### src/hw/rtl/mafh_pkg.sv
// shared types, tables and constants for the mpeg audio frame header decoder
`timescale 1ns / 1ps

package mafh_pkg;

   localparam int HDR_W     = 32;
   localparam int KBPS_W    = 9;
   localparam int RATE_W    = 16;
   localparam int FRAME_W   = 12;
   localparam int FACTOR_W  = 18;
   localparam int NUM_W     = 26;
   localparam int QUOT_W    = FRAME_W;
   localparam int REM_W     = RATE_W;
   localparam int DIV_CELLS = QUOT_W;

   localparam logic [1:0] STATUS_OK         = 2'd0;
   localparam logic [1:0] STATUS_BAD_VER    = 2'd1;
   localparam logic [1:0] STATUS_BAD_LAYER  = 2'd2;

   localparam logic [1:0] VCODE_MPEG1       = 2'b11;
   localparam logic [1:0] VCODE_MPEG2       = 2'b10;
   localparam logic [1:0] VCODE_RESERVED    = 2'b01;
   localparam logic [1:0] LCODE_RESERVED    = 2'b00;

   localparam logic [1:0] VER_MPEG1         = 2'd0;
   localparam logic [1:0] VER_MPEG2         = 2'd1;
   localparam logic [1:0] VER_MPEG25        = 2'd2;

   localparam logic [1:0] LAYER_1           = 2'd1;
   localparam logic [1:0] LAYER_3           = 2'd3;

   localparam logic [FACTOR_W-1:0] FACTOR_12  = 18'd12000;
   localparam logic [FACTOR_W-1:0] FACTOR_72  = 18'd72000;
   localparam logic [FACTOR_W-1:0] FACTOR_144 = 18'd144000;

   typedef enum logic [1:0] {
      COEF_12,
      COEF_72,
      COEF_144
   } coef_type;

   typedef struct packed {
      logic [1:0]        status;
      logic [1:0]        version;
      logic [1:0]        layer;
      logic              crc;
      logic [KBPS_W-1:0] kbps;
      logic [RATE_W-1:0] rate;
      logic              pad;
      logic [1:0]        mode;
      logic              slot4;
      logic              zero;
      coef_type          coef;
   } info_type;

   typedef struct packed {
      info_type           info;
      logic [REM_W-1:0]   rem;
      logic [QUOT_W-1:0]  word;
   } div_type;

   localparam logic [KBPS_W-1:0] KBPS_TAB [5][16] = '{
      '{9'd0, 9'd32, 9'd64, 9'd96, 9'd128, 9'd160, 9'd192, 9'd224,
        9'd256, 9'd288, 9'd320, 9'd352, 9'd384, 9'd416, 9'd448, 9'd0},
      '{9'd0, 9'd32, 9'd48, 9'd56, 9'd64, 9'd80, 9'd96, 9'd112,
        9'd128, 9'd160, 9'd192, 9'd224, 9'd256, 9'd320, 9'd384, 9'd0},
      '{9'd0, 9'd32, 9'd40, 9'd48, 9'd56, 9'd64, 9'd80, 9'd96,
        9'd112, 9'd128, 9'd160, 9'd192, 9'd224, 9'd256, 9'd320, 9'd0},
      '{9'd0, 9'd32, 9'd48, 9'd56, 9'd64, 9'd80, 9'd96, 9'd112,
        9'd128, 9'd144, 9'd160, 9'd176, 9'd192, 9'd224, 9'd256, 9'd0},
      '{9'd0, 9'd8, 9'd16, 9'd24, 9'd32, 9'd40, 9'd48, 9'd56,
        9'd64, 9'd80, 9'd96, 9'd112, 9'd128, 9'd144, 9'd160, 9'd0}
   };

   localparam logic [RATE_W-1:0] RATE_TAB [3][4] = '{
      '{16'd44100, 16'd48000, 16'd32000, 16'd0},
      '{16'd22050, 16'd24000, 16'd16000, 16'd0},
      '{16'd11025, 16'd12000, 16'd8000,  16'd0}
   };

   function automatic logic [KBPS_W-1:0] kbps_lookup(input logic [2:0] row,
                                                     input logic [3:0] idx);
      logic [KBPS_W-1:0] kbps;
      case (row)
         3'd0: kbps = KBPS_TAB[0][idx];
         3'd1: kbps = KBPS_TAB[1][idx];
         3'd2: kbps = KBPS_TAB[2][idx];
         3'd3: kbps = KBPS_TAB[3][idx];
         default: kbps = KBPS_TAB[4][idx];
      endcase
      return kbps;
   endfunction

   function automatic logic [RATE_W-1:0] rate_lookup(input logic [1:0] ver,
                                                     input logic [1:0] idx);
      logic [RATE_W-1:0] rate;
      case (ver)
         VER_MPEG1: rate = RATE_TAB[0][idx];
         VER_MPEG2: rate = RATE_TAB[1][idx];
         default:   rate = RATE_TAB[2][idx];
      endcase
      return rate;
   endfunction

endpackage

### src/hw/rtl/mafh_decode.sv
// header field decode and table lookup stage
`timescale 1ns / 1ps

module mafh_decode (
   input  logic                     clock,
   input  logic                     reset,
   input  logic                     in_valid,
   output logic                     in_ready,
   input  logic [mafh_pkg::HDR_W-1:0] in_header,
   output logic                     out_valid,
   input  logic                     out_ready,
   output mafh_pkg::info_type       out_info
);

   logic               valid_ff;
   logic               valid_in;
   mafh_pkg::info_type info_ff;
   mafh_pkg::info_type info_in;
   logic               load;

   logic [1:0] vcode;
   logic [1:0] lcode;
   logic [1:0] ver;
   logic [1:0] layer;
   logic [2:0] row;

   assign in_ready = !valid_ff || out_ready;
   assign load     = in_valid && in_ready;
   assign vcode    = in_header[20:19];
   assign lcode    = in_header[18:17];

   always_comb begin
      case (vcode)
         mafh_pkg::VCODE_MPEG1: ver = mafh_pkg::VER_MPEG1;
         mafh_pkg::VCODE_MPEG2: ver = mafh_pkg::VER_MPEG2;
         default:               ver = mafh_pkg::VER_MPEG25;
      endcase
      layer = 2'(3'd4 - {1'b0, lcode});
      if (ver == mafh_pkg::VER_MPEG1) begin
         row = 3'(layer - 2'd1);
      end else if (layer == mafh_pkg::LAYER_1) begin
         row = 3'd3;
      end else begin
         row = 3'd4;
      end
   end

   always_comb begin
      info_in = '0;
      if (vcode == mafh_pkg::VCODE_RESERVED) begin
         info_in.status = mafh_pkg::STATUS_BAD_VER;
         info_in.zero   = 1'b1;
      end else if (lcode == mafh_pkg::LCODE_RESERVED) begin
         info_in.status = mafh_pkg::STATUS_BAD_LAYER;
         info_in.zero   = 1'b1;
      end else begin
         info_in.status  = mafh_pkg::STATUS_OK;
         info_in.version = ver;
         info_in.layer   = layer;
         info_in.crc     = !in_header[16];
         info_in.kbps    = mafh_pkg::kbps_lookup(row, in_header[15:12]);
         info_in.rate    = mafh_pkg::rate_lookup(ver, in_header[11:10]);
         info_in.pad     = in_header[9];
         info_in.mode    = in_header[7:6];
         info_in.slot4   = (layer == mafh_pkg::LAYER_1);
         info_in.zero    = (info_in.kbps == '0) || (info_in.rate == '0);
         if (layer == mafh_pkg::LAYER_1) begin
            info_in.coef = mafh_pkg::COEF_12;
         end else if (layer == mafh_pkg::LAYER_3 && ver != mafh_pkg::VER_MPEG1) begin
            info_in.coef = mafh_pkg::COEF_72;
         end else begin
            info_in.coef = mafh_pkg::COEF_144;
         end
      end
   end

   always_comb begin
      if (load) begin
         valid_in = 1'b1;
      end else if (out_ready) begin
         valid_in = 1'b0;
      end else begin
         valid_in = valid_ff;
      end
   end

   always_ff @(posedge clock) begin
      if (reset) begin
         valid_ff <= 1'b0;
      end else begin
         valid_ff <= valid_in;
      end
   end

   always_ff @(posedge clock) begin
      if (load) begin
         info_ff <= info_in;
      end
   end

   assign out_valid = valid_ff;
   assign out_info  = info_ff;

endmodule

### src/hw/rtl/mafh_scale.sv
// numerator stage: coef * kbps * 1000 split into divider start state
`timescale 1ns / 1ps

module mafh_scale (
   input  logic               clock,
   input  logic               reset,
   input  logic               in_valid,
   output logic               in_ready,
   input  mafh_pkg::info_type in_info,
   output logic               out_valid,
   input  logic               out_ready,
   output mafh_pkg::div_type  out_data
);

   logic                            valid_ff;
   logic                            valid_in;
   mafh_pkg::div_type               data_ff;
   mafh_pkg::div_type               data_in;
   logic                            load;
   logic [mafh_pkg::FACTOR_W-1:0]   factor;
   logic [mafh_pkg::KBPS_W+mafh_pkg::FACTOR_W-1:0] prod;

   assign in_ready = !valid_ff || out_ready;
   assign load     = in_valid && in_ready;

   always_comb begin
      case (in_info.coef)
         mafh_pkg::COEF_12: factor = mafh_pkg::FACTOR_12;
         mafh_pkg::COEF_72: factor = mafh_pkg::FACTOR_72;
         default:           factor = mafh_pkg::FACTOR_144;
      endcase
   end

   assign prod = (mafh_pkg::KBPS_W + mafh_pkg::FACTOR_W)'(in_info.kbps) *
                 (mafh_pkg::KBPS_W + mafh_pkg::FACTOR_W)'(factor);

   always_comb begin
      data_in.info = in_info;
      data_in.rem  = mafh_pkg::REM_W'(prod[mafh_pkg::NUM_W-1:mafh_pkg::QUOT_W]);
      data_in.word = prod[mafh_pkg::QUOT_W-1:0];
   end

   always_comb begin
      if (load) begin
         valid_in = 1'b1;
      end else if (out_ready) begin
         valid_in = 1'b0;
      end else begin
         valid_in = valid_ff;
      end
   end

   always_ff @(posedge clock) begin
      if (reset) begin
         valid_ff <= 1'b0;
      end else begin
         valid_ff <= valid_in;
      end
   end

   always_ff @(posedge clock) begin
      if (load) begin
         data_ff <= data_in;
      end
   end

   assign out_valid = valid_ff;
   assign out_data  = data_ff;

endmodule

### src/hw/rtl/mafh_div_cell.sv
// one restoring division step: one quotient bit per cell
`timescale 1ns / 1ps

module mafh_div_cell (
   input  logic              clock,
   input  logic              reset,
   input  logic              in_valid,
   output logic              in_ready,
   input  mafh_pkg::div_type in_data,
   output logic              out_valid,
   input  logic              out_ready,
   output mafh_pkg::div_type out_data
);

   logic                       valid_ff;
   logic                       valid_in;
   mafh_pkg::div_type          data_ff;
   mafh_pkg::div_type          data_in;
   logic                       load;
   logic [mafh_pkg::REM_W:0]   trial;
   logic [mafh_pkg::REM_W:0]   diff;
   logic                       ge;

   assign in_ready = !valid_ff || out_ready;
   assign load     = in_valid && in_ready;

   assign trial = {in_data.rem, in_data.word[mafh_pkg::QUOT_W-1]};
   assign diff  = trial - {1'b0, in_data.info.rate};
   assign ge    = trial >= {1'b0, in_data.info.rate};

   always_comb begin
      data_in.info = in_data.info;
      data_in.rem  = ge ? diff[mafh_pkg::REM_W-1:0] : trial[mafh_pkg::REM_W-1:0];
      data_in.word = {in_data.word[mafh_pkg::QUOT_W-2:0], ge};
   end

   always_comb begin
      if (load) begin
         valid_in = 1'b1;
      end else if (out_ready) begin
         valid_in = 1'b0;
      end else begin
         valid_in = valid_ff;
      end
   end

   always_ff @(posedge clock) begin
      if (reset) begin
         valid_ff <= 1'b0;
      end else begin
         valid_ff <= valid_in;
      end
   end

   always_ff @(posedge clock) begin
      if (load) begin
         data_ff <= data_in;
      end
   end

   assign out_valid = valid_ff;
   assign out_data  = data_ff;

   // partial remainder stays below the divisor for any usable item
   a_rem_below_rate: assert property (@(posedge clock) disable iff (reset)
      valid_ff && !data_ff.info.zero |-> data_ff.rem < data_ff.info.rate)
      else $error("partial remainder not below divisor");

endmodule

### src/hw/rtl/mpeg_audio_frame_header_decode_core.sv
// top level: mpeg audio frame header decoder with pipelined frame length divider
// pipeline: registered stages from item acceptance to result valid (decode, scale,
//   twelve divider cells, output register)
// throughput: one item per cycle unless stalled, one quotient bit per divider cell
// every stage has its own valid; an empty stage accepts while the stage after it stalls
// reset (synchronous) clears all stage valids; payload registers are not reset
`timescale 1ns / 1ps

module mpeg_audio_frame_header_decode_core (
   input  logic                          clock,
   input  logic                          reset,
   input  logic                          req_valid,
   output logic                          req_ready,
   input  logic [mafh_pkg::HDR_W-1:0]    req_header_word,
   output logic                          rsp_valid,
   input  logic                          rsp_ready,
   output logic [1:0]                    rsp_status,
   output logic [1:0]                    rsp_audio_version,
   output logic [1:0]                    rsp_layer_number,
   output logic                          rsp_crc_protected,
   output logic [mafh_pkg::KBPS_W-1:0]   rsp_bitrate_kbps,
   output logic [mafh_pkg::RATE_W-1:0]   rsp_sample_rate_hz,
   output logic                          rsp_padding_on,
   output logic [1:0]                    rsp_channel_mode,
   output logic [mafh_pkg::FRAME_W-1:0]  rsp_frame_bytes
);

   logic               dec_valid;
   logic               dec_ready;
   mafh_pkg::info_type dec_info;

   logic              cell_valid [mafh_pkg::DIV_CELLS+1];
   logic              cell_ready [mafh_pkg::DIV_CELLS+1];
   mafh_pkg::div_type cell_data  [mafh_pkg::DIV_CELLS+1];

   logic                          rsp_valid_ff;
   logic                          rsp_valid_in;
   logic                          load;
   mafh_pkg::info_type            fin_info;
   logic [mafh_pkg::FRAME_W-1:0]  sum;
   logic [mafh_pkg::FRAME_W-1:0]  frame_in;
   logic [1:0]                    status_ff;
   logic [1:0]                    version_ff;
   logic [1:0]                    layer_ff;
   logic                          crc_ff;
   logic [mafh_pkg::KBPS_W-1:0]   kbps_ff;
   logic [mafh_pkg::RATE_W-1:0]   rate_ff;
   logic                          pad_ff;
   logic [1:0]                    mode_ff;
   logic [mafh_pkg::FRAME_W-1:0]  frame_ff;

   mafh_decode u_decode (
      .clock     (clock),
      .reset     (reset),
      .in_valid  (req_valid),
      .in_ready  (req_ready),
      .in_header (req_header_word),
      .out_valid (dec_valid),
      .out_ready (dec_ready),
      .out_info  (dec_info)
   );

   mafh_scale u_scale (
      .clock     (clock),
      .reset     (reset),
      .in_valid  (dec_valid),
      .in_ready  (dec_ready),
      .in_info   (dec_info),
      .out_valid (cell_valid[0]),
      .out_ready (cell_ready[0]),
      .out_data  (cell_data[0])
   );

   for (genvar gi = 0; gi < mafh_pkg::DIV_CELLS; gi++) begin : g_cell
      mafh_div_cell u_cell (
         .clock     (clock),
         .reset     (reset),
         .in_valid  (cell_valid[gi]),
         .in_ready  (cell_ready[gi]),
         .in_data   (cell_data[gi]),
         .out_valid (cell_valid[gi+1]),
         .out_ready (cell_ready[gi+1]),
         .out_data  (cell_data[gi+1])
      );
   end

   assign cell_ready[mafh_pkg::DIV_CELLS] = !rsp_valid_ff || rsp_ready;
   assign load     = cell_valid[mafh_pkg::DIV_CELLS] && cell_ready[mafh_pkg::DIV_CELLS];
   assign fin_info = cell_data[mafh_pkg::DIV_CELLS].info;
   assign sum      = cell_data[mafh_pkg::DIV_CELLS].word +
                     mafh_pkg::FRAME_W'(fin_info.pad);

   always_comb begin
      if (fin_info.zero) begin
         frame_in = '0;
      end else if (fin_info.slot4) begin
         frame_in = {sum[mafh_pkg::FRAME_W-3:0], 2'b00};
      end else begin
         frame_in = sum;
      end
   end

   always_comb begin
      if (load) begin
         rsp_valid_in = 1'b1;
      end else if (rsp_ready) begin
         rsp_valid_in = 1'b0;
      end else begin
         rsp_valid_in = rsp_valid_ff;
      end
   end

   always_ff @(posedge clock) begin
      if (reset) begin
         rsp_valid_ff <= 1'b0;
      end else begin
         rsp_valid_ff <= rsp_valid_in;
      end
   end

   always_ff @(posedge clock) begin
      if (load) begin
         status_ff  <= fin_info.status;
         version_ff <= fin_info.version;
         layer_ff   <= fin_info.layer;
         crc_ff     <= fin_info.crc;
         kbps_ff    <= fin_info.kbps;
         rate_ff    <= fin_info.rate;
         pad_ff     <= fin_info.pad;
         mode_ff    <= fin_info.mode;
         frame_ff   <= frame_in;
      end
   end

   assign rsp_valid          = rsp_valid_ff;
   assign rsp_status         = status_ff;
   assign rsp_audio_version  = version_ff;
   assign rsp_layer_number   = layer_ff;
   assign rsp_crc_protected  = crc_ff;
   assign rsp_bitrate_kbps   = kbps_ff;
   assign rsp_sample_rate_hz = rate_ff;
   assign rsp_padding_on     = pad_ff;
   assign rsp_channel_mode   = mode_ff;
   assign rsp_frame_bytes    = frame_ff;

   a_err_zero_frame: assert property (@(posedge clock) disable iff (reset)
      rsp_valid_ff && status_ff != mafh_pkg::STATUS_OK |->
         frame_ff == '0 && version_ff == '0 && layer_ff == '0 && kbps_ff == '0)
      else $error("error item carries nonzero fields");

   a_ok_frame_nonzero: assert property (@(posedge clock) disable iff (reset)
      rsp_valid_ff && status_ff == mafh_pkg::STATUS_OK && kbps_ff != '0 &&
         rate_ff != '0 |-> frame_ff != '0 && layer_ff != '0)
      else $error("valid header gave zero frame length");

   a_ok_bad_rate_zero: assert property (@(posedge clock) disable iff (reset)
      rsp_valid_ff && (kbps_ff == '0 || rate_ff == '0) |-> frame_ff == '0)
      else $error("frame length nonzero with zero bitrate or rate");

endmodule
### config.mk
export PLATFORM = sky130hd
export DESIGN_NAME = mpeg_audio_frame_header_decode_core
export DESIGN_NICKNAME = d
export VERILOG_FILES = /design/src/hw/rtl/mafh_pkg.sv /design/src/hw/rtl/mafh_decode.sv /design/src/hw/rtl/mafh_scale.sv /design/src/hw/rtl/mafh_div_cell.sv /design/src/hw/rtl/mpeg_audio_frame_header_decode_core.sv
export SDC_FILE = /design/constraint.sdc
export NUM_CORES = 1
export LEC_CHECK = 0
export BUFFER_PORTS_ARGS = -buffer_cell sky130_fd_sc_hd__buf_4
export CORE_ASPECT_RATIO = 2
export CORE_MARGIN = 4
export CORE_UTILIZATION = 50
export CTS_CLUSTER_SIZE = 8
export DETAILED_ROUTE_END_ITERATION = 10
export PLACE_DENSITY = 0.66
export SLEW_MARGIN = 25
export SYNTH_ARGS = -nofsm -noshare
export SYNTH_HDL_FRONTEND = slang
export SYNTH_SLANG_ARGS = --single-unit
### constraint.sdc
create_clock -name clock -period 6.4 [get_ports clock]
set_input_delay 0.32 -clock clock [delete_from_list [all_inputs] [get_ports clock]]
set_output_delay 0.32 -clock clock [all_outputs]
set_load 0.05 [all_outputs]
=== Word-level counts from Yosys, hierarchy flattened ===
Memory sizes are Yosys's and may differ from the RTL's.
Cells that the tools add are included.

* Register bits after elaboration: 928
* Memory bits (read-only): 720
* Input port bits: 36
* Output and inout bits: 49
* Word-level logic and storage cells: 384
* Memories: 5

* Add/sub/neg operators: 14
* Multiply operators: 1
* Order comparisons: 14
* Equality and inequality tests: 10
* Mux-type cells: 73
* Bitwise operators: 2
* Reduce and logical (&&, ||, !) cells: 73

{| class="wikitable"
|+ Memory list
! memory !! words !! bits a word !! rd ports !! clocked after memory_dff !! write ports !! line !! RTL
|-
| (no name shown) || 16 || 9 || 1 || 0 || 0 || mafh_pkg.sv:85 || <nowiki>3'd0: kbps = KBPS_TAB[0][idx];</nowiki>
|-
| (no name shown) || 16 || 9 || 1 || 0 || 0 || mafh_pkg.sv:86 || <nowiki>3'd1: kbps = KBPS_TAB[1][idx];</nowiki>
|-
| (no name shown) || 16 || 9 || 1 || 0 || 0 || mafh_pkg.sv:87 || <nowiki>3'd2: kbps = KBPS_TAB[2][idx];</nowiki>
|-
| (no name shown) || 16 || 9 || 1 || 0 || 0 || mafh_pkg.sv:88 || <nowiki>3'd3: kbps = KBPS_TAB[3][idx];</nowiki>
|-
| (no name shown) || 16 || 9 || 1 || 0 || 0 || mafh_pkg.sv:89 || <nowiki>default: kbps = KBPS_TAB[4][idx];</nowiki>
|}

{| class="wikitable"
|+ Operators by type and width
! operator !! number
|-
| $mux 16 || 18
|-
| $ge 17x16->1 || 11
|-
| $sub 16x16->16 || 10
|-
| $mux 9 || 12
|-
| $bmux 16 s2 || 3
|-
| $pmux 18 s2 || 1
|-
| $pmux 9 s4 || 1
|-
| $pmux 16 s2 || 1
|-
| $reduce_bool 2->1 || 16
|-
| $mux 1 || 30
|-
| $mul 9x18->26 || 1
|-
| $ge 15x16->1 || 1
|-
| $logic_and 1x1->1 || 16
|-
| $logic_not 1->1 || 16
|-
| $logic_not 16->1 || 1
|-
| $logic_or 1x1->1 || 16
|-
| $sub 15x16->16 || 1
|-
| $mux 15 || 1
|-
| $add 12x1->12 || 1
|-
| $mux 12 || 1
|-
| $logic_not 9->1 || 1
|-
| $eq 2x1->1 const B || 4
|-
| $eq 2x2->1 const B || 3
|-
| $eq 3x2->1 const B || 2
|-
| other kinds (14) || 19
|}

=== Depth between registers and ports, before layout ===
Gate-level depths: netlist (run 1).

* Depth after elaboration: 18
* Gate-level depth with buffers: 20
* Mapped depth without buffers: 19

=== Modules after synthesis ===
From an unflattened synthesis (run 1), not the netlist that was laid out.

* Cells, all modules: 3,516
* Area, all modules: 47,979.8 µm²

{| class="wikitable"
|+ By module, submodules not included
! module !! instances !! cells an instance !! area each (µm²) !! seq. area each (µm²)
|-
| mafh_div_cell (g_cell[0].u_cell ...) || 8 || 228 || 3,220.6 || 2,031.9
|-
| mafh_div_cell (g_cell[1].u_cell ...) || 4 || 228 || 3,218.1 || 2,031.9
|-
| mafh_scale || 1 || 419 || 5,022.3 || 1,821.7
|-
| mafh_decode || 1 || 225 || 2,306.0 || 1,041.0
|-
| mpeg_audio_frame_header_decode_core || 1 || 136 || 2,014.4 || 1,431.4
|}

=== Worst setup path before layout (run 1) ===
OpenSTA, ideal clock, no wires.

* Kind: register -> register
* Start point: reg rsp_valid_ff (netlist: rsp_valid)
* End point: reg g_cell[9].u_cell.data_ff (netlist bit g_cell[9].u_cell.out_data[0]) (enable)
* Library setup time: 563 ps
* Data arrival time: 5,169 ps
* Data required time: 5,837 ps
* Setup slack: 668 ps
* Stages on the path, launching flop included: 4
* Buffers on the path: 0
* Period minus slack after synthesis: 5,732 ps
* Cell sequence: dfxtp_1 > nor2b_1 > and3_1 > a21boi_0

* Longest elaborated chain between the ends: 6

{| class="wikitable"
|+ Ends and longest elaborated chain
! what !! line !! RTL
|-
| start: declaration || mpeg_audio_frame_header_decode_core.sv:36 || <nowiki>logic rsp_valid_ff;</nowiki>
|-
| start signal: assignment || mpeg_audio_frame_header_decode_core.sv:117 || <nowiki>rsp_valid_ff <= rsp_valid_in;</nowiki>
|-
| $logic_not 1->1 || mpeg_audio_frame_header_decode_core.sv:87 || <nowiki>assign cell_ready[mafh_pkg::DIV_CELLS] = !rsp_valid_ff || rsp_ready;</nowiki>
|-
| $logic_or 1x1->1 || mpeg_audio_frame_header_decode_core.sv:87 ||
|-
| $logic_or 1x1->1 (3 in series) || mafh_div_cell.sv:24 || <nowiki>assign in_ready = !valid_ff || out_ready;</nowiki>
|-
| $logic_and 1x1->1 || mafh_div_cell.sv:25 || <nowiki>assign load = in_valid && in_ready;</nowiki>
|-
| via g_cell[9].u_cell.load || mafh_div_cell.sv:19 || <nowiki>logic load;</nowiki>
|-
| end signal: assignment || mafh_div_cell.sv:57 || <nowiki>data_ff <= data_in;</nowiki>
|-
| end: declaration || mafh_div_cell.sv:17 || <nowiki>mafh_pkg::div_type data_ff;</nowiki>
|}

The timed path passes the listed nets, and every way through them passes these cells.
A chain may end at the register's enable or synchronous reset.

=== Worst setup path after layout (run 1) ===
* Start point: reg u_decode.info_ff (netlist bit u_decode.out_info[1])
* End point: reg u_scale.data_ff (netlist bit u_scale.out_data[24]) (data pin)

* Longest elaborated chain between the ends: 3
* Elaborated cells between the ends (all ways): 4
* Classes of those cells: mul: 1; eq/ne: 1; mux: 1; reduce/logical: 1

{| class="wikitable"
|+ Ends and longest elaborated chain
! what !! line !! RTL
|-
| start: declaration || mafh_decode.sv:17 || <nowiki>mafh_pkg::info_type info_ff;</nowiki>
|-
| start signal: assignment || mafh_decode.sv:97 || <nowiki>info_ff <= info_in;</nowiki>
|-
| $eq 2x1->1 / $logic_not 2->1 (equally long branches) || mafh_scale.sv:27 || <nowiki>case (in_info.coef)</nowiki>
|-
| $pmux 18 s2 * || mafh_scale.sv:27 ||
|-
| $mul 9x18->26 * || mafh_scale.sv:34 || <nowiki>assign prod = (mafh_pkg::KBPS_W + mafh_pkg::FACTOR_W)'(in_info.kbps) *</nowiki>
|-
| via u_scale.prod, one bit || mafh_scale.sv:21 || <nowiki>logic [mafh_pkg::KBPS_W+mafh_pkg::FACTOR_W-1:0] prod;</nowiki>
|-
| end signal: assignment || mafh_scale.sv:63 || <nowiki>data_ff <= data_in;</nowiki>
|-
| end: declaration || mafh_scale.sv:17 || <nowiki>mafh_pkg::div_type data_ff;</nowiki>
|}

The timed path passes the listed nets; every way through them passes the cells marked *.

==> impl_metrics.toml, run 1 <==
[cells_and_area]
diodes = 0
drive_above_1_share = 0.1054
mostFrequentLayoutCells = "edfxtp_1 (770), inv_1 (270), ha_1 (240)"
layout.cell_area.non_filler_um2 = 42690
fin_nets = 3340
stdcell_count = 4054
synthToLayoutAreaGrowth_pct = 12.69
layout_commonest_cell = "edfxtp_1"
n_fill_cell = 5959

[floorplan]
die-area_um2 = 80500
ios = 85
die_w_um = 202.6
start_util = 0.5052
core_area_um2 = 74980
core.rowCount = 142
fp.dieH_um = 397.3

[worst_setup_path]
cp-end-kind = "flip-flop"
cp_max_fo = 14
worstRegToRegCells = 14
start_kind = "flip-flop"
reg2reg_slack_ns = 1.02
required_ns = 6.94
critPathArrivalTime_ns = 5.93
worstSetupPathType = "reg2reg"

[detailed_routing]
drtIter0Drc = 877
routed_wl_um = 83840
via_per_inst = 5.659
vias = 22940
final_antenna_net_count = 0
drc = 0
dr.pass1.iters = 5
wl_per_cell_um = 20.68

[min_path]
whs_path_depth = 4
hold_class = "in2reg"

[clocking]
cts_buffer_depth = 3
htreeDepth = 3
clock-sinks = 785
clock_latency_ns = 0.71
post_cts_buffers = 0
cts-root-buf = "clkbuf_16"
clk_pin_slew_ns = 0.05
cts_tree = "yes"
cts_made_buffers = 108

[logic_synthesis]
synth_top_area_frac = 0.6104
synth.area.top_cells = "edfxtp_1 (61%), ha_1 (7.9%), inv_1 (2.7%)"
synth_cell_types = 85
syn_avg_cell_area_um2 = 13.16
synth.largest_area_cell = "edfxtp_1"
synthCells = 2878
synth_area_um2 = 37880
ys_ff_latch = 785
ys_warn_count = 0
synth_async_sr_flop_share = 0
synth-main-ff-cell = "edfxtp_1"
ys_seq_area_frac = 0.6183
synth-edff-count = 770

[placed_design]
dpl_cell_area_um2 = 39630
portBuffers = 62
dp.cells = 3913
hpwl_um = 64650
place_congestion = 0.9386

[job]
drv_cap = 0

[pwr]
p_int_mw = 9.445
p_switching_mw = 3.015
clkPwrFrac = 0.407
p_per_area_nw_per_um2 = 291.9
p_seq_frac = 0.473
p_leak_nw = 16.16
combPwrFrac = 0.119
switching_share = 0.2420
vdd_drop_max_mv = 0.2155

[grt]
grt_pass1_vias = 25290
grt-ovfl-total = 0
grt_start_max_net_pins = 60
antenna_found_initial = 0
grt_pass1_wl_um = 129300
gr-usage-all-layers = 0.2086

[sta]
final.period_utilization = 0.8408
finalMaxSlewViolations = 0
worst_slew_pin_slew_ns = 1.069
setup_viol = 0
fmax_mhz = 185.8
hold_violations = 0
clock-skew-final_ns = 0.07858
rsz0062_at_grt = "false"
fin_crit_ns = 5.381
tns_ns = 0
relSlewSlack = 0.2872

[outcome]
status = "finished, final reports clean"
[logic make-up (layout without fill, tap and decap cells)]
kind of cell    count (synthesis)  after routing  share of synthesized area
mux                            93             93                    0.02699
buf+inv                       327            492                    0.03392
flops                         785            785                     0.6183
other cells                     1              4                 0.00009899
fa+ha+maj                     280            280                     0.1004
xor+xnor                      124            124                    0.02867
simple gates                  670            670                    0.08707
compound gates                598            598                     0.1045
[worst paths after layout]
kind | from | to
max reg2reg | u_decode.out_info[1]$_SDFFCE_PP0P_ | u_scale.out_data[24]$_DFFE_PP_
max | u_decode.out_info[1]$_SDFFCE_PP0P_ | u_scale.out_data[24]$_DFFE_PP_
min | req_header_word[10] | u_decode.out_info[15]$_SDFFCE_PP0P_
min reg2reg | g_cell[5].u_cell.out_data[37]$_DFFE_PP_ | g_cell[6].u_cell.out_data[37]$_DFFE_PP_
[state kept, by name, summed over array words and instances (netlist names)]
| name | cells |
|---|---|
| g_cell.u_cell.out_data | 644 |
| g_cell.u_cell.out_valid | 12 |
| rsp_audio_version | 2 |
| rsp_bitrate_kbps | 6 |
| rsp_channel_mode | 2 |
| rsp_crc_protected | 1 |
| rsp_frame_bytes | 12 |
| rsp_layer_number | 2 |
| rsp_padding_on | 1 |
| rsp_sample_rate_hz | 14 |
| rsp_status | 2 |
| rsp_valid | 1 |
| u_decode.out_info | 34 |
| u_decode.out_valid | 1 |
| u_scale.out_data | 50 |
| u_scale.out_valid | 1 |
[power by group through the flow]
stage	Sequential (mW)	Clock [mW]	Combinational [mW]
5_1_grt	5.90	5.40	1.68
4_1_cts	5.89	5.20	1.49
3_5_place_dp	5.99	0	1.48
2_1_floorplan	5.94	0	1.11
6_report	5.90	5.08	1.49
3_3_place_gp	5.99	0	1.43
[area by class of cell]
type | instances | area (µm²) | area share
Clock buffer | 124 | 2763 | 0.06472
Clock inverter | 8 | 197.7 | 0.004631
Inverter | 270 | 1013 | 0.02374
Multi-Input combinational cell | 1769 | 13330 | 0.3123
Sequential cell | 785 | 23420 | 0.5487
Tap cell | 1008 | 1261 | 0.02954
Timing Repair Buffer | 90 | 698.2 | 0.01636
[synthesized netlist by cell type, types with 6 or more instances]
cell type / n
a21o_1: 55
nand3b_1: 13
nor4_1: 6
clkbuf_1: 33
nand2b_1: 38
xor2_1: 50
a21oi_1: 149
o22ai_1: 7
o211ai_1: 10
a221oi_1: 6
a31oi_1: 30
ha_1: 240
nor2b_1: 56
nor3b_1: 13
o31ai_1: 15
or2_2: 9
a211oi_1: 25
o41ai_1: 6
nand4_1: 27
inv_1: 270
o311ai_0: 7
nor3_1: 39
dfxtp_1: 15
nor2_1: 210
o21a_1: 34
and2_1: 35
nand3_1: 30
fa_1: 40
xnor2_1: 74
and3_1: 15
nor4b_1: 6
o21bai_1: 12
buf_4: 12
a31o_2: 13
buf_2: 9
a211o_1: 8
and4_1: 6
mux2i_1: 20
edfxtp_1: 770
nand2_1: 146
o21ai_0: 134
or3_1: 12
mux2_2: 73
a21boi_0: 14
[metal layers]
metal | GRT usage | share of wire
met1 | 0.1364 | 0.26
met2 | 0.4640 | 0.63
met3 | 0.02854 | 0.026
met4 | 0.1621 | 0.084
met5 | 0 | 0
[per-stage QoR]
stage	power (mW)	hold slack, ns	setup slack (ns)	util
3_3_place_gp	7.421	0.4009	0.9761	0.5286
2_1_floorplan	7.050	0.3891	0.6681	-
3_5_place_dp	7.468	0.4045	0.9717	0.5286
5_1_grt	12.99	0.07546	0.6670	0.5694
4_1_cts	12.59	0.01026	0.9543	0.5693
6_report	12.46	0.08034	1.019	0.5694
[worst max-delay path: stages (launching register included)]
cell       delay, ns
edfxtp_1        0.58
nand2b_1        0.41
and2_1          0.36
fa_1            0.59
fa_1            0.45
fa_1            0.49
ha_1            0.31
ha_1            0.33
nor2b_1         0.14
o21ai_0         0.21
a21boi_0        0.20
o211ai_1        0.32
a21oi_1         0.18
or4_1           0.54
o2111ai_1       0.10
[repair_timing]
item                      in CTS  in global routing
hold buffers                   9                  0
hold endpoints to repair      21                  0
resized for setup              0                  0
(Power assumes the default switching activity.)
==> inputs of run 2 (changes only) <==
==> constraint.sdc (replaced) <==
create_clock -name clock -period 5.6 [get_ports clock]
set_input_delay 0.28 -clock clock [delete_from_list [all_inputs] [get_ports clock]]
set_output_delay 0.28 -clock clock [all_outputs]
set_load 0.05 [all_outputs]
==> run 2 against run 1 <==
Flip-flop and latch count is the same. Largest power group unchanged. Largest cell class unchanged. Critical endpoint unchanged. First-iteration DRC count shrank 6.2%. Wire length grew 1.1%.
==> impl_metrics.toml, run 2 (same netlist as run 1, synthesis figures left out) <==
[clocking]
cts_made_buffers = 108
htreeDepth = 3
clk_pin_slew_ns = 0.06
cts_buffer_depth = 3
clock_latency_ns = 0.71
clock-sinks = 785
cts-root-buf = "clkbuf_16"
cts_tree = "yes"

[grt]
grt_pass1_wl_um = 129600
grt_start_max_net_pins = 60
grt_pass1_vias = 25070
antenna_found_initial = 0
gr-usage-all-layers = 0.2092
grt-ovfl-total = 0

[cells_and_area]
diodes = 0
fin_nets = 3347
stdcell_count = 4061
synthToLayoutAreaGrowth_pct = 12.93
drive_above_1_share = 0.1097
mostFrequentLayoutCells = "edfxtp_1 (770), inv_1 (270), ha_1 (240)"
largest_reg_flops = 644
layout_commonest_cell = "edfxtp_1"
utilization = 0.5706

[sta]
tns_ns = 0
clock-skew-final_ns = 0.07995
setup_slack_ns = 0.3114
setup_viol = 0
hold_violations = 0
worst_slew_pin_slew_ns = 0.9794
fin_crit_ns = 5.289
finalMaxSlewViolations = 0
final.period_utilization = 0.9444
relSlewSlack = 0.3388
fmax_mhz = 189.1
rsz0062_at_grt = "false"
hold_slack_ns = 0.05966

[pwr]
p_seq_frac = 0.472
p_leak_nw = 16.21
switching_share = 0.2428
p_switching_mw = 3.463
p_per_area_nw_per_um2 = 333.4
p_int_mw = 10.80
clkPwrFrac = 0.407
combPwrFrac = 0.121
vdd_drop_max_mv = 0.2964

[placed_design]
dp.cells = 3918
place_congestion = 0.9428
dp_slack_ns = 0.1345
hpwl_um = 65690
portBuffers = 62

[floorplan]
core_area_um2 = 74980
fp.dieH_um = 397.3
die_w_um = 202.6
core.rowCount = 142
die-area_um2 = 80500
ios = 85
start_util = 0.5052

[worst_setup_path]
start_kind = "flip-flop"
worstSetupPathType = "reg2reg"
cp_max_fo = 13
critPathArrivalTime_ns = 5.83
cp-end-kind = "flip-flop"
required_ns = 6.14

[detailed_routing]
dr.pass1.iters = 7
drtIter0Drc = 823
routed_wl_um = 84750
via_per_inst = 5.654
final_antenna_net_count = 0
wl_per_cell_um = 20.87
vias = 22960
drc = 0

[min_path]
hold_class = "in2reg"

[outcome]
status = "finished, final reports clean"

[job]
drv_cap = 0
## run 2: routing by layer
layer | share of wire | track usage | up-vias
met1 | 0.26 | 0.1370 | 11220
met3 | 0.029 | 0.03311 | 300
met2 | 0.63 | 0.4652 | 545
met5 | 0 | 0 | -
li1 | - | - | 10890
met4 | 0.084 | 0.1557 | 0
## run 2: final cells by class
cell class,instances,area [µm²]
timing repair buffer,97,750.7
sequential,785,23420
multi-input combinational,1769,13360
clock buffer,124,2763
inverter,270,1013
tap,1008,1261
clock inverter,8,205.2
fill,6006,32200
## run 2: metrics by stage
| stage | total power [mW] | cell area [µm²] |
|---|---|---|
| after CTS | 14.39 | 42730 |
| final | 14.26 | 42780 |
| after detailed placement | 8.554 | 39670 |
| after global routing | 14.83 | 42780 |
| after floorplan | 8.057 | 37890 |
| after global placement | 8.504 | 39670 |
## run 2: repair_timing
action / 4_1_cts / 5_1_grt
gates resized for setup: 0 / 7
endpoints found under the hold margin: 21 / 0
hold buffers: 9 / 0
endpoints found under the setup margin: 0 / 2
buffers inserted: 0 / 2
## run 2: power groups by stage
stage	logic (mW)	clock network [mW]	registers (mW)
2_1_floorplan	1.27	0	6.79
3_3_place_gp	1.67	0	6.84
3_5_place_dp	1.71	0	6.84
4_1_cts	1.73	5.93	6.73
5_1_grt	1.93	6.17	6.73
6_report	1.73	5.80	6.73
## run 2: critical path, stage by stage (launching register included)
cell and delay (ns):
edfxtp_1 0.55, buf_4 0.21, nor2b_2 0.23, and2_1 0.26, fa_1 0.49, fa_1 0.53
fa_1 0.49, ha_1 0.31, ha_1 0.34, nor2b_1 0.14, o21ai_0 0.19, a21boi_0 0.16
o211ai_1 0.35, a21oi_1 0.18, or4_1 0.55, o2111ai_1 0.11
## run 2: path summary, 6_finish.rpt
path / startpoint / to / slack [ns] / cells past startpoint
max: u_decode.out_info[1]$_SDFFCE_PP0P_ / u_scale.out_data[24]$_DFFE_PP_ / 0.31 / 15
min: req_header_word[10] / u_decode.out_info[15]$_SDFFCE_PP0P_ / 0.06 / 4
max reg2reg: u_decode.out_info[1]$_SDFFCE_PP0P_ / u_scale.out_data[24]$_DFFE_PP_ / 0.31 / 15
min reg2reg: u_scale.out_data[9]$_DFFE_PP_ / g_cell[0].u_cell.out_data[10]$_DFFE_PP_ / 0.40 / 0
==> inputs of run 3 (changes only) <==
--- a/config.mk
+++ b/config.mk
@@ -9,6 +9,7 @@
 export CORE_ASPECT_RATIO = 2
 export CORE_MARGIN = 4
 export CORE_UTILIZATION = 50
+export CTS_BUF_LIST = sky130_fd_sc_hd__clkbuf_4 sky130_fd_sc_hd__clkbuf_8 sky130_fd_sc_hd__clkbuf_16
 export CTS_CLUSTER_SIZE = 8
 export DETAILED_ROUTE_END_ITERATION = 10
 export PLACE_DENSITY = 0.66
==> run 3 against run 2 <==
Via count is essentially flat. Utilization grew 0.080 points. Fmax grew 0.35%. Critical path depth is the same. Final area grew 0.14%. Power grew 0.53%.
==> impl_metrics.toml, run 3 (same netlist as run 1, synthesis figures left out) <==
[outcome]
status = "finished, final reports clean"

[pwr]
total_power_mw = 14.34
p_per_area_nw_per_um2 = 334.7
vdd_drop_max_mv = 0.2961
p_leak_nw = 16.27

[floorplan]
core_area_um2 = 74980
start_util = 0.5052
core.rowCount = 142
ios = 85
fp.dieH_um = 397.3
die_w_um = 202.6
die-area_um2 = 80500

[detailed_routing]
drc = 0
via_per_inst = 5.657
final_antenna_net_count = 0
routed_wl_um = 84640
vias = 22980
drtIter0Drc = 813
wl_per_cell_um = 20.84
dr.pass1.iters = 6

[job]
drv_cap = 0

[cells_and_area]
seq_area_um2 = 23420
layout.cell_area.non_filler_um2 = 42840
fin_nets = 3347
layout_commonest_cell = "edfxtp_1"
synthToLayoutAreaGrowth_pct = 13.09
largest_reg_flops = 644
multiInputGateArea_um2 = 13360
n_fill_cell = 6000
drive_above_1_share = 0.1150
stdcell_count = 4061
diodes = 0
mostFrequentLayoutCells = "edfxtp_1 (770), inv_1 (270), ha_1 (240)"

[worst_setup_path]
worstSetupPathType = "reg2reg"
critPathLaunch = "u_decode.out_info[1]$_SDFFCE_PP0P_"
r2r-start = "u_decode.out_info[1]$_SDFFCE_PP0P_"
slowest_delay_ns = 0.55
cp_max_fo = 13
cpMostUsedCell = "fa_1"
worst-path-buf-inv = 1
crit_chain = "buf_4, nor2b_2, and2_1, fa_1, fa_1, fa_1, ha_1, ha_1, nor2b_1, o21ai_0, a21boi_0, o211ai_1, a21oi_1, or4_1, o2111ai_1"
path_delay_family = "adder cells"
start_kind = "flip-flop"
required_ns = 6.15
cp-end-kind = "flip-flop"
reg2reg_slack_ns = 0.33
critPathArrivalTime_ns = 5.82
cp_slowest_cell = "edfxtp_1"

[placed_design]
hpwl_um = 65690
portBuffers = 62
place_congestion = 0.9428
dp.cells = 3918
dpl_cell_area_um2 = 39670

[grt]
gr-usage-all-layers = 0.2091
grt-ovfl-total = 0
grt_pass1_wl_um = 129600
grt_pass1_vias = 25060
antenna_found_initial = 0
grt_start_max_net_pins = 60

[sta]
worst_slew_pin_slew_ns = 0.9942
final.period_utilization = 0.9411
fmax_mhz = 189.7
hold_violations = 0
clock-skew-final_ns = 0.08348
relSlewSlack = 0.3302
setup_viol = 0
rsz0062_at_grt = "false"
tns_ns = 0
fin_crit_ns = 5.270
finalMaxSlewViolations = 0
hold_slack_ns = 0.05309

[clocking]
htreeDepth = 3
clock_latency_ns = 0.72
cts_buffer_depth = 3
clk_pin_slew_ns = 0.06
clock-sinks = 785
cts_made_buffers = 108
cts-root-buf = "clkbuf_16"
cts_tree = "yes"

[min_path]
worstHoldStart = "req_header_word[10]"
hold_class = "in2reg"
==> run 3: repair_timing <==
| action | 4_1_cts | 5_1_grt |
|---|---|---|
| gates resized for setup | 0 | 7 |
| hold endpoints to repair | 21 | 0 |
| endpoints found under the setup margin | 0 | 2 |
| setup buffers | 0 | 2 |
| hold buffers | 9 | 0 |
==> run 3: area by class of cell <==
class	instances	area share
sequential	785	0.5467
timing repair buffer	97	0.01752
inverter	270	0.02366
clock buffer	124	0.06589
clock inverter	8	0.004790
tap	1008	0.02944
multi-input combinational	1769	0.3120
==> run 3: metal layers <==
layer  track usage  wire [µm]  vias up
met5             0          0        -
met1        0.1367      22000    11260
met3       0.03327       2345      305
met2        0.4646      53140      518
met4        0.1570       7154        0
li1              -          -    10900
==> run 3: worst paths after layout <==
| check | endpoint | depth (start not counted) |
|---|---|---|
| setup / recovery | u_scale.out_data[24]$_DFFE_PP_ | 15 |
| hold / removal | u_decode.out_info[15]$_SDFFCE_PP0P_ | 4 |
| setup reg to reg | u_scale.out_data[24]$_DFFE_PP_ | 15 |
| hold reg to reg | g_cell[0].u_cell.out_data[10]$_DFFE_PP_ | 0 |
==> run 3: worst min-delay path: stages <==
cell,delay (ns)
buf_4,0.11
nor2_1,0.05
nor2_1,0.09
a211oi_1,0.06
==> run 3: report_power, final <==
part           switching [mW]  internal, mW
Clock                    2.36          3.52
Combinational            1.00         0.725
Sequential             0.0963          6.63
==> run 3: metrics by stage <==
| step | utilization | setup slack [ns] |
|---|---|---|
| after floorplan | - | 0.02684 |
| after global placement | 0.5291 | 0.2140 |
| after detailed placement | 0.5291 | 0.1345 |
| after CTS | 0.5707 | 0.1099 |
| after global routing | 0.5714 | 0.05899 |
| final | 0.5714 | 0.3298 |
